## src/hw/rtl/crt_pkg.sv

```systemverilog
// Package with shared constants, codes and item types of the cancel request tracker.
`default_nettype none

package crt_pkg;

  // Field widths.
  localparam int TAG_BITS     = 16;
  localparam int TIME_BITS    = 48;
  localparam int TIMEOUT_BITS = 32;
  localparam int ATTEMPT_BITS = 8;
  localparam int ACTION_BITS  = 3;
  localparam int STATUS_BITS  = 3;
  localparam int OUTCOME_BITS = 3;

  // Configuration port.
  localparam int CFG_INDEX_BITS = 1;
  localparam int CFG_DATA_BITS  = 32;

  // Width used to compare elapsed time against the timeout.
  localparam int CMP_BITS = (TIME_BITS > TIMEOUT_BITS) ? TIME_BITS : TIMEOUT_BITS;

  // Reset values of the configuration registers.
  localparam logic [TIMEOUT_BITS-1:0] TIMEOUT_RESET  = TIMEOUT_BITS'(5000);
  localparam logic [ATTEMPT_BITS-1:0] ATTEMPTS_RESET = ATTEMPT_BITS'(3);

  // Configuration register indexes.
  typedef enum logic [CFG_INDEX_BITS-1:0] {
    REG_ACK_TIMEOUT  = 1'b0,
    REG_MAX_ATTEMPTS = 1'b1
  } cfg_reg_t;

  // Input actions.
  typedef enum logic [ACTION_BITS-1:0] {
    ACT_SENT   = 3'd0,
    ACT_RESENT = 3'd1,
    ACT_CLEAR  = 3'd2,
    ACT_ENTRY  = 3'd3,
    ACT_END    = 3'd4
  } action_t;

  // Result outcomes.
  typedef enum logic [OUTCOME_BITS-1:0] {
    OUT_NONE       = 3'd0,
    OUT_FINISHED   = 3'd1,
    OUT_FAILED     = 3'd2,
    OUT_RUNNING    = 3'd3,
    OUT_GONE       = 3'd4,
    OUT_UNANSWERED = 3'd5,
    OUT_RESEND     = 3'd6
  } outcome_t;

  // Entry status codes that end an action.
  localparam logic [STATUS_BITS-1:0] ST_FINISHED = 3'd4;
  localparam logic [STATUS_BITS-1:0] ST_FAILED   = 3'd5;

  // One input item.
  typedef struct packed {
    logic [ACTION_BITS-1:0] action;
    logic [TAG_BITS-1:0]    request_tag;
    logic [TAG_BITS-1:0]    order_tag;
    logic [STATUS_BITS-1:0] entry_status;
    logic                   order_has_work;
    logic [TIME_BITS-1:0]   report_time;
    logic [TIME_BITS-1:0]   time_now;
  } item_t;

  // One result item.
  typedef struct packed {
    logic [OUTCOME_BITS-1:0] outcome;
    logic [STATUS_BITS-1:0]  reported_status;
    logic [TAG_BITS-1:0]     result_order_tag;
  } result_t;

endpackage

`default_nettype wire

```

## src/hw/rtl/crt_item_if.sv

```systemverilog
// Input item channel: valid/ready handshake with the item fields.
`default_nettype none

interface crt_item_if;
  import crt_pkg::*;

  logic                   valid;
  logic                   ready;
  logic [ACTION_BITS-1:0] action;
  logic [TAG_BITS-1:0]    request_tag;
  logic [TAG_BITS-1:0]    order_tag;
  logic [STATUS_BITS-1:0] entry_status;
  logic                   order_has_work;
  logic [TIME_BITS-1:0]   report_time;
  logic [TIME_BITS-1:0]   time_now;

  modport source (
    output valid, action, request_tag, order_tag, entry_status,
           order_has_work, report_time, time_now,
    input  ready
  );

  modport sink (
    input  valid, action, request_tag, order_tag, entry_status,
           order_has_work, report_time, time_now,
    output ready
  );
endinterface

`default_nettype wire

```

## src/hw/rtl/crt_result_if.sv

```systemverilog
// Result channel: valid/ready handshake with the result fields.
`default_nettype none

interface crt_result_if;
  import crt_pkg::*;

  logic                    valid;
  logic                    ready;
  logic [OUTCOME_BITS-1:0] outcome;
  logic [STATUS_BITS-1:0]  reported_status;
  logic [TAG_BITS-1:0]     result_order_tag;

  modport source (
    output valid, outcome, reported_status, result_order_tag,
    input  ready
  );

  modport sink (
    input  valid, outcome, reported_status, result_order_tag,
    output ready
  );
endinterface

`default_nettype wire

```

## src/hw/rtl/crt_cfg_if.sv

```systemverilog
// Configuration write channel: valid/ready handshake with register index and data.
`default_nettype none

interface crt_cfg_if;
  import crt_pkg::*;

  logic                      valid;
  logic                      ready;
  logic [CFG_INDEX_BITS-1:0] index;
  logic [CFG_DATA_BITS-1:0]  data;

  modport source (
    output valid, index, data,
    input  ready
  );

  modport sink (
    input  valid, index, data,
    output ready
  );
endinterface

`default_nettype wire

```

## src/hw/rtl/crt_core.sv

```systemverilog
// Tracker state, configuration registers and the per-item decision logic.
`default_nettype none

module crt_core (
  input  logic                               clk,
  input  logic                               rst,
  input  logic                               cfg_we,
  input  logic [crt_pkg::CFG_INDEX_BITS-1:0] cfg_index,
  input  logic [crt_pkg::CFG_DATA_BITS-1:0]  cfg_data,
  input  logic                               step,
  input  crt_pkg::item_t                     item,
  output crt_pkg::result_t                   result
);
  import crt_pkg::*;

  // Configuration registers.
  logic [TIMEOUT_BITS-1:0] ack_timeout;
  logic [ATTEMPT_BITS-1:0] max_attempts;

  // Tracker state.
  logic                    pending, pending_next;
  logic [TAG_BITS-1:0]     held_request_tag, held_request_tag_next;
  logic [TAG_BITS-1:0]     held_order_tag, held_order_tag_next;
  logic [TIME_BITS-1:0]    sent_time, sent_time_next;
  logic [ATTEMPT_BITS-1:0] attempt_count, attempt_count_next;
  logic                    slow_reported, slow_reported_next;
  logic                    report_settled, report_settled_next;

  logic [TIME_BITS-1:0]    elapsed;
  logic                    overdue;
  logic                    fresh;
  logic                    live;

  // Overdue when time has not gone backward and the elapsed time reaches the timeout.
  assign elapsed = item.time_now - sent_time;
  assign overdue = (item.time_now >= sent_time) &&
                   (CMP_BITS'(elapsed) >= CMP_BITS'(ack_timeout));
  assign fresh   = item.report_time >= sent_time;
  assign live    = pending && !report_settled && fresh;

  // Decision logic for one item.
  always_comb begin
    pending_next          = pending;
    held_request_tag_next = held_request_tag;
    held_order_tag_next   = held_order_tag;
    sent_time_next        = sent_time;
    attempt_count_next    = attempt_count;
    slow_reported_next    = slow_reported;
    report_settled_next   = report_settled;
    result.outcome          = OUT_NONE;
    result.reported_status  = '0;
    result.result_order_tag = '0;

    unique case (item.action)
      ACT_SENT: begin
        pending_next          = 1'b1;
        held_request_tag_next = item.request_tag;
        held_order_tag_next   = item.order_tag;
        sent_time_next        = item.time_now;
        attempt_count_next    = ATTEMPT_BITS'(1);
        slow_reported_next    = 1'b0;
      end
      ACT_RESENT: begin
        held_request_tag_next = item.request_tag;
        sent_time_next        = item.time_now;
        if (attempt_count != '1) begin
          attempt_count_next = attempt_count + ATTEMPT_BITS'(1);
        end
        slow_reported_next = 1'b0;
      end
      ACT_CLEAR: begin
        pending_next          = 1'b0;
        held_request_tag_next = '0;
        held_order_tag_next   = '0;
        attempt_count_next    = '0;
        slow_reported_next    = 1'b0;
      end
      ACT_ENTRY: begin
        if (live && (item.request_tag == held_request_tag)) begin
          report_settled_next = 1'b1;
          if ((item.entry_status == ST_FINISHED) || (item.entry_status == ST_FAILED)) begin
            result.outcome = (item.entry_status == ST_FINISHED) ? OUT_FINISHED : OUT_FAILED;
            pending_next          = 1'b0;
            held_request_tag_next = '0;
            held_order_tag_next   = '0;
            attempt_count_next    = '0;
            slow_reported_next    = 1'b0;
          end else if (overdue && !slow_reported) begin
            slow_reported_next     = 1'b1;
            result.outcome         = OUT_RUNNING;
            result.reported_status = item.entry_status;
          end
        end
      end
      ACT_END: begin
        if (live) begin
          if (!((item.order_tag == held_order_tag) && item.order_has_work)) begin
            result.outcome        = OUT_GONE;
            pending_next          = 1'b0;
            held_request_tag_next = '0;
            held_order_tag_next   = '0;
            attempt_count_next    = '0;
            slow_reported_next    = 1'b0;
          end else if (overdue) begin
            result.result_order_tag = held_order_tag;
            if (attempt_count >= max_attempts) begin
              result.outcome        = OUT_UNANSWERED;
              pending_next          = 1'b0;
              held_request_tag_next = '0;
              held_order_tag_next   = '0;
              attempt_count_next    = '0;
              slow_reported_next    = 1'b0;
            end else begin
              result.outcome = OUT_RESEND;
            end
          end
        end
        report_settled_next = 1'b0;
      end
      default: begin
      end
    endcase
  end

  // Configuration and tracker state registers.
  always_ff @(posedge clk) begin
    if (rst) begin
      ack_timeout      <= TIMEOUT_RESET;
      max_attempts     <= ATTEMPTS_RESET;
      pending          <= 1'b0;
      held_request_tag <= '0;
      held_order_tag   <= '0;
      sent_time        <= '0;
      attempt_count    <= '0;
      slow_reported    <= 1'b0;
      report_settled   <= 1'b0;
    end else begin
      if (cfg_we) begin
        unique case (cfg_index)
          REG_ACK_TIMEOUT:  ack_timeout  <= TIMEOUT_BITS'(cfg_data);
          REG_MAX_ATTEMPTS: max_attempts <= ATTEMPT_BITS'(cfg_data);
          default: begin
          end
        endcase
      end
      if (step) begin
        pending          <= pending_next;
        held_request_tag <= held_request_tag_next;
        held_order_tag   <= held_order_tag_next;
        sent_time        <= sent_time_next;
        attempt_count    <= attempt_count_next;
        slow_reported    <= slow_reported_next;
        report_settled   <= report_settled_next;
      end
    end
  end

  // A pending request always has at least one send attempt on record.
  a_pending_has_attempt: assert property (@(posedge clk) disable iff (rst)
    pending |-> (attempt_count != '0))
    else $error("pending request with zero attempt count");

  // A final outcome leaves the tracker idle.
  a_final_drops: assert property (@(posedge clk) disable iff (rst)
    step && ((result.outcome == OUT_FINISHED) || (result.outcome == OUT_FAILED) ||
             (result.outcome == OUT_GONE) || (result.outcome == OUT_UNANSWERED))
    |=> !pending)
    else $error("tracker still pending after a final outcome");

  // A report end always reopens report framing.
  a_end_unsettles: assert property (@(posedge clk) disable iff (rst)
    step && (item.action == ACT_END) |=> !report_settled)
    else $error("report still settled after report end");

  // Still running is never reported twice for one send.
  a_running_once: assert property (@(posedge clk) disable iff (rst)
    step && (result.outcome == OUT_RUNNING) |-> !slow_reported)
    else $error("still running reported twice");

endmodule

`default_nettype wire

```

## src/hw/rtl/cancel_request_tracker_unit.sv

```systemverilog
// Top level of the cancel request tracker: input register, tracker core, result register.
//
// Usage:
//   item_in   : input items (sent, resent, clear, action entry, report end).
//   result_out: exactly one result item per accepted input item, in order.
//   cfg       : register writes; index 0 is the acknowledge timeout, index 1 is
//               max_attempts. Always ready; write only while the block is idle.
// Path: an item passes the input register, then the tracker decision, then the
//   result register, where it is held until result_out takes it.
// Throughput: one item per cycle unless result_out stalls. Each decision is a
//   single pass of compares and one subtraction between the input and result
//   registers, and the tracker state updates in that same cycle, so the next item sees it.
// Reset: rst is synchronous and active high. It empties both registers, sets
//   the acknowledge timeout to 5000 and max_attempts to 3, and clears the tracker.
// Stalls: when result_out is not ready, the held result stays put, the
//   input register keeps one more item, and item_in ready drops only when
//   both are full.
`default_nettype none

module cancel_request_tracker_unit (
  input  logic clk,
  input  logic rst,
  crt_item_if.sink     item_in,
  crt_result_if.source result_out,
  crt_cfg_if.sink      cfg
);
  import crt_pkg::*;

  logic    in_valid;
  item_t   in_item;
  logic    out_valid;
  result_t out_result;
  result_t core_result;
  logic    advance;

  // The held item moves on when the result register is free or being drained.
  assign advance       = in_valid && (!out_valid || result_out.ready);
  assign item_in.ready = !in_valid || advance;
  assign cfg.ready     = 1'b1;

  // Input register.
  always_ff @(posedge clk) begin
    if (rst) begin
      in_valid <= 1'b0;
    end else if (item_in.ready) begin
      in_valid <= item_in.valid;
    end
  end

  always_ff @(posedge clk) begin
    if (item_in.ready && item_in.valid) begin
      in_item.action         <= item_in.action;
      in_item.request_tag    <= item_in.request_tag;
      in_item.order_tag      <= item_in.order_tag;
      in_item.entry_status   <= item_in.entry_status;
      in_item.order_has_work <= item_in.order_has_work;
      in_item.report_time    <= item_in.report_time;
      in_item.time_now       <= item_in.time_now;
    end
  end

  crt_core u_core (
    .clk       (clk),
    .rst       (rst),
    .cfg_we    (cfg.valid),
    .cfg_index (cfg.index),
    .cfg_data  (cfg.data),
    .step      (advance),
    .item      (in_item),
    .result    (core_result)
  );

  // Result register.
  always_ff @(posedge clk) begin
    if (rst) begin
      out_valid <= 1'b0;
    end else if (advance) begin
      out_valid <= 1'b1;
    end else if (result_out.ready) begin
      out_valid <= 1'b0;
    end
  end

  always_ff @(posedge clk) begin
    if (advance) begin
      out_result <= core_result;
    end
  end

  assign result_out.valid            = out_valid;
  assign result_out.outcome          = out_result.outcome;
  assign result_out.reported_status  = out_result.reported_status;
  assign result_out.result_order_tag = out_result.result_order_tag;

endmodule

`default_nettype wire

```

## src/flat_wrapper.sv

```systemverilog
// flat-port wrapper written by rule: the top's interface ports become plain ports
module cancel_request_tracker_unit_flat import crt_pkg::*;
  (clk, rst, item_in_valid, item_in_action, item_in_request_tag, item_in_order_tag, item_in_entry_status, item_in_order_has_work, item_in_report_time, item_in_time_now, item_in_ready, result_out_valid, result_out_outcome, result_out_reported_status, result_out_result_order_tag, result_out_ready, cfg_valid, cfg_index, cfg_data, cfg_ready);
  crt_item_if item_in_i ();
  crt_result_if result_out_i ();
  crt_cfg_if cfg_i ();
  input  logic clk;
  input  logic rst;
  input wire logic [$bits(item_in_i.valid)-1:0] item_in_valid;
  input wire logic [$bits(item_in_i.action)-1:0] item_in_action;
  input wire logic [$bits(item_in_i.request_tag)-1:0] item_in_request_tag;
  input wire logic [$bits(item_in_i.order_tag)-1:0] item_in_order_tag;
  input wire logic [$bits(item_in_i.entry_status)-1:0] item_in_entry_status;
  input wire logic [$bits(item_in_i.order_has_work)-1:0] item_in_order_has_work;
  input wire logic [$bits(item_in_i.report_time)-1:0] item_in_report_time;
  input wire logic [$bits(item_in_i.time_now)-1:0] item_in_time_now;
  output wire logic [$bits(item_in_i.ready)-1:0] item_in_ready;
  output wire logic [$bits(result_out_i.valid)-1:0] result_out_valid;
  output wire logic [$bits(result_out_i.outcome)-1:0] result_out_outcome;
  output wire logic [$bits(result_out_i.reported_status)-1:0] result_out_reported_status;
  output wire logic [$bits(result_out_i.result_order_tag)-1:0] result_out_result_order_tag;
  input wire logic [$bits(result_out_i.ready)-1:0] result_out_ready;
  input wire logic [$bits(cfg_i.valid)-1:0] cfg_valid;
  input wire logic [$bits(cfg_i.index)-1:0] cfg_index;
  input wire logic [$bits(cfg_i.data)-1:0] cfg_data;
  output wire logic [$bits(cfg_i.ready)-1:0] cfg_ready;
  assign item_in_i.valid = item_in_valid;
  assign item_in_i.action = item_in_action;
  assign item_in_i.request_tag = item_in_request_tag;
  assign item_in_i.order_tag = item_in_order_tag;
  assign item_in_i.entry_status = item_in_entry_status;
  assign item_in_i.order_has_work = item_in_order_has_work;
  assign item_in_i.report_time = item_in_report_time;
  assign item_in_i.time_now = item_in_time_now;
  assign item_in_ready = item_in_i.ready;
  assign result_out_valid = result_out_i.valid;
  assign result_out_outcome = result_out_i.outcome;
  assign result_out_reported_status = result_out_i.reported_status;
  assign result_out_result_order_tag = result_out_i.result_order_tag;
  assign result_out_i.ready = result_out_ready;
  assign cfg_i.valid = cfg_valid;
  assign cfg_i.index = cfg_index;
  assign cfg_i.data = cfg_data;
  assign cfg_ready = cfg_i.ready;
  cancel_request_tracker_unit u_core (.clk(clk), .rst(rst), .item_in(item_in_i), .result_out(result_out_i), .cfg(cfg_i));
endmodule
```

## config.mk

```make
export PLATFORM = sky130hd
export DESIGN_NAME = cancel_request_tracker_unit_flat
export DESIGN_NICKNAME = d
export VERILOG_FILES = /design/src/hw/rtl/crt_pkg.sv /design/src/hw/rtl/crt_item_if.sv /design/src/hw/rtl/crt_result_if.sv /design/src/hw/rtl/crt_cfg_if.sv /design/src/hw/rtl/crt_core.sv /design/src/hw/rtl/cancel_request_tracker_unit.sv /design/src/flat_wrapper.sv
export SDC_FILE = /design/constraint.sdc
export NUM_CORES = 1
export LEC_CHECK = 0
export ABC_AREA = 1
export BUFFER_PORTS_ARGS = -buffer_cell sky130_fd_sc_hd__buf_2
export CORE_ASPECT_RATIO = 1.1
export CORE_MARGIN = 4
export CORE_UTILIZATION = 30
export DETAILED_ROUTE_END_ITERATION = 10
export HOLD_SLACK_MARGIN = 0.1
export MAX_ROUTING_LAYER = met4
export PLACE_DENSITY_LB_ADDON = 0.2
export SYNTH_ARGS = -nofsm -noshare
export SYNTH_HDL_FRONTEND = slang
export SYNTH_SLANG_ARGS = --single-unit
```

## constraint.sdc

```tcl
create_clock -name clk -period 4.2 [get_ports clk]
set_input_delay 0.21 -clock clk [delete_from_list [all_inputs] [get_ports clk]]
set_output_delay 0.21 -clock clk [all_outputs]
set_load 0.05 [all_outputs]
```

==> results_dict.tcl <==
set metrics [dict create \
    outcome "finished, final reports clean" \
    drv_slew 0 \
    clkPwrFrac_pct 39.4 \
    clk_root_buffer_cell "clkbuf_16" \
    clk_pin_slew_worst_paths_ns 0.06 \
    maxCapViolations 0 \
    fp.dieH_um 255 \
    worst-path-stages 30 \
    synth_edf_count 157 \
    die-area_um2 59400 \
    fin_area_um2 22600 \
    start_util_pct 30.4 \
    core_area_um2 55000 \
    ys_ff_latch 290 \
    synth_area_um2 16700 \
    max_freq_mhz 254 \
    critPathLaunchType "flip-flop" \
    grt_overflow 0 \
    avgViaCountPerCell 4.54 \
    fp.dieW_um 233 \
    finClkSkew_ns 0.0223 \
    cts_tree "done" \
    power.density_nw_per_um2 352 \
    vdd_drop_max_v 0.000280 \
    seq_power_share_pct 40.4 \
    post_layout_nonfiller_instances 3290 \
    leakage_nw 9.87 \
    hold_class "input pin to flip-flop" \
    rsz0062_at_grt "true" \
    drc 0 \
    crit_start "u_core.in_item[0]" \
    pwr-share-comb_pct 20.3 \
    synth.top_cell.area_share_pct 28.3 \
    cpMostUsedCell "nand2_1" \
    yosysTopAreaCell "edfxtp_1" \
    total_power_mw 7.97 \
    hpwl_um 38200 \
    synth.distinct_cells 48 \
    syn_inst 2104 \
    endpoint "u_core.u_core.held_request_tag[3]" \
    track_usage_pct 16.9 \
    clock_sinks 290 \
    port_buffers 196 \
    worstSetupPathType "flip-flop to flip-flop" \
    rr_worst_depth 30 \
    critical_path.endpoint_type "flip-flop" \
    synth.net_count 2415 \
    antenna_found_initial 0 \
    r2r-start "u_core.in_item[0]" \
    slew_headroom_pct 18.8 \
    drtIter0Drc 689 \
    cpLargestDelayFamily "simple AND/OR/NAND/NOR gates" \
    dr.pass1.iters 5 \
    diodes 0 \
    r2r-end "u_core.u_core.held_request_tag[3]" \
    crit_fanout 7 \
    slowest_delay_ns 0.40 \
    period_needed_ns 3.94 \
    cts_buffers 36 \
    post-route-period-util_pct 93.7 \
    path_buf_inv 4 \
    setup_viol 0 \
    switchingPower_mw 2.26 \
    drive_above_1_share_pct 19.1 \
    grt_pass1_wl_um 78200 \
    nFillCells 5601 \
    final_hold_viol_count 0 \
    p_int_mw 5.71 \
    grt_pass1_vias 14900 \
    worst_ep_arrival_time_ns 4.38 \
    dpl_cell_area_um2 18700 \
    rows 90 \
    synth_seq_area_share_pct 44.2 \
    gp_congestion 0.960 \
    async_flop_share_pct 0 \
    nets 2837 \
    worst_pin_slew_ns 1.22 \
    ys_warn_count 0 \
    place_inst 3033 \
    io_pins 198 \
    synthTopCellsByArea "edfxtp_1 28%, dfxtp_1 16%, nand2_1 11%" \
    cts_max_level 2 \
    required_ns 4.64 \
    route.vias.total 14900 \
    insertion_delay_ns 0.56 \
    switching_share_pct 28.4 \
    cts_buffer_depth 3 \
    r2r_setup_slack_ns 0.26 \
    wl_um 50600 \
    synthFlopType "edfxtp_1" \
    syn_to_final_growth_pct 35.6 \
    grt_max_degree 96 \
    wl_per_cell_um 15.4 \
    antenna_left 0 \
    critPathSlowestCell "fa_2" \
    syn_avg_cell_area_um2 7.93 \
]
[cell usage in the layout, fill, tap and decap left out, drive strengths merged]
cell           n
edfxtp       157
nor2         187
nand4         23
o221ai         1
nand2        520
o31a           1
nor3b          3
o211ai        11
dfxtp        133
nor4          14
a21oi        203
clkbuf        48
fa             1
nand3b        13
bufinv         4
a21o           1
ha           137
nand3         92
conb           1
xor2          43
or2            6
dlygate4sd3  169
clkinvlp       3
buf          255
o22ai          2
xnor2         10
and3b          1
clkinv        13
and3           1
a211oi         4
nor3          22
a31oi          2
o21a           2
inv          354
o21ai        108
o21bai         9
[worst min-delay path by stage]
stage,from,end,slack (ns),cells after the start
after floorplan,item_in_time_now[0],u_core.in_item[0],0.31,0
after global placement,item_in_time_now[19],u_core.in_item[19],0.39,1
after detailed placement,item_in_time_now[27],u_core.in_item[27],0.39,1
after CTS,cfg_index,u_core.u_core.ack_timeout[7],0.14,4
after global routing,cfg_index,u_core.u_core.ack_timeout[3],0.17,4
final,cfg_index,u_core.u_core.ack_timeout[7],0.16,4
[worst register-to-register path: cells and delay by family, from the launching register on]
| family | cells | cell delay (ns) |
|---|---|---|
| adders and majority gates | 3 | 0.87 |
| buffers and inverters | 4 | 0.33 |
| xor gates and xnor gates | 1 | 0.22 |
| and+or+nand+nor | 21 | 1.90 |
| DFF | 1 | 0.37 |
| AOI/OAI and AO/OA | 1 | 0.14 |
[what timing repair did]
action	CTS	global route
hold buffers	169	0
setup endpoints to repair	7	63
resized for setup	2	174
endpoints found under the hold margin	177	0
pin swaps	0	49
buffers inserted	0	22
gates cloned	0	1
[power groups by stage]
stage / Combinational (mW) / Clock [mW] / Sequential [mW]
finish: 1.62 / 3.14 / 3.22
floorplan: 0.859 / 0 / 3.29
global placement: 1.31 / 0 / 3.27
global route: 1.82 / 3.38 / 3.23
detailed placement: 1.34 / 0 / 3.27
CTS: 1.47 / 3.26 / 3.21
[cell families after synthesis]
logic type / after synthesis / synth area share, %
AOI/OAI and AO/OA: 344 / 10.8
other: 1 / 0.0225
xor gates and xnor gates: 53 / 2.78
DFF: 290 / 44.2
buffers and inverters: 397 / 9.11
adders and majority gates: 138 / 10.4
and+or+nand+nor: 881 / 22.6
[sequential cells by signal, indices dropped and copies added (netlist names)]
name	cells
u_core.u_core.attempt_count	8
u_core.u_core.held_order_tag	16
u_core.u_core.ack_timeout	32
u_core.result_out.outcome	3
u_core.u_core.slow_reported	1
u_core.u_core.report_settled	1
u_core.result_out.result_order_tag	16
u_core.in_valid	1
u_core.in_item	135
u_core.u_core.max_attempts	8
u_core.u_core.sent_time	48
u_core.u_core.held_request_tag	16
u_core.u_core.pending	1
u_core.result_out.valid	1
u_core.result_out.reported_status	3
[stage by stage]
| step | setup WS [ns] | utilization [%] | TNS, ns | hold WS [ns] |
|---|---|---|---|---|
| after detailed placement | -0.0178 | 34.1 | -0.0190 | 0.388 |
| after global routing | -0.0268 | 41.2 | -0.0542 | 0.170 |
| after floorplan | 0.285 | - | 0 | 0.309 |
| after global placement | 0.00269 | 34.1 | 0 | 0.386 |
| final | 0.264 | 41.2 | 0 | 0.158 |
| after CTS | 0.00655 | 39.3 | 0 | 0.139 |
[Yosys cell counts, types with 16 or more instances]
library cell	count
nand2_1	508
inv_1	349
a21oi_1	202
nor2_1	170
edfxtp_1	157
ha_1	137
dfxtp_1	133
o21ai_0	108
nand3_1	88
xor2_1	43
clkbuf_1	33
nand4_1	23
nor3_1	21
nor2_2	16
[layer usage]
| metal | routed length (um) | GRT usage [%] | vias to the layer above |
|---|---|---|---|
| met5 | 0 | - | - |
| met4 | 1700 | 5.45 | 0 |
| met3 | 2210 | 2.62 | 89 |
| met2 | 24700 | 28.5 | 304 |
| met1 | 21900 | 20.7 | 6851 |
| li1 | - | - | 7704 |
[cell type report]
cell class	count	area (um2)	area share [%]
clock buffers	48	967	4.28
clock inverters	18	228	1.01
inverters	356	1340	5.94
multi-input cells	1418	8620	38.1
flip-flops and latches	290	7380	32.6
well taps	736	921	4.07
repair buffers	424	3160	14.0
Note: power is estimated with default switching activity, not from simulation.
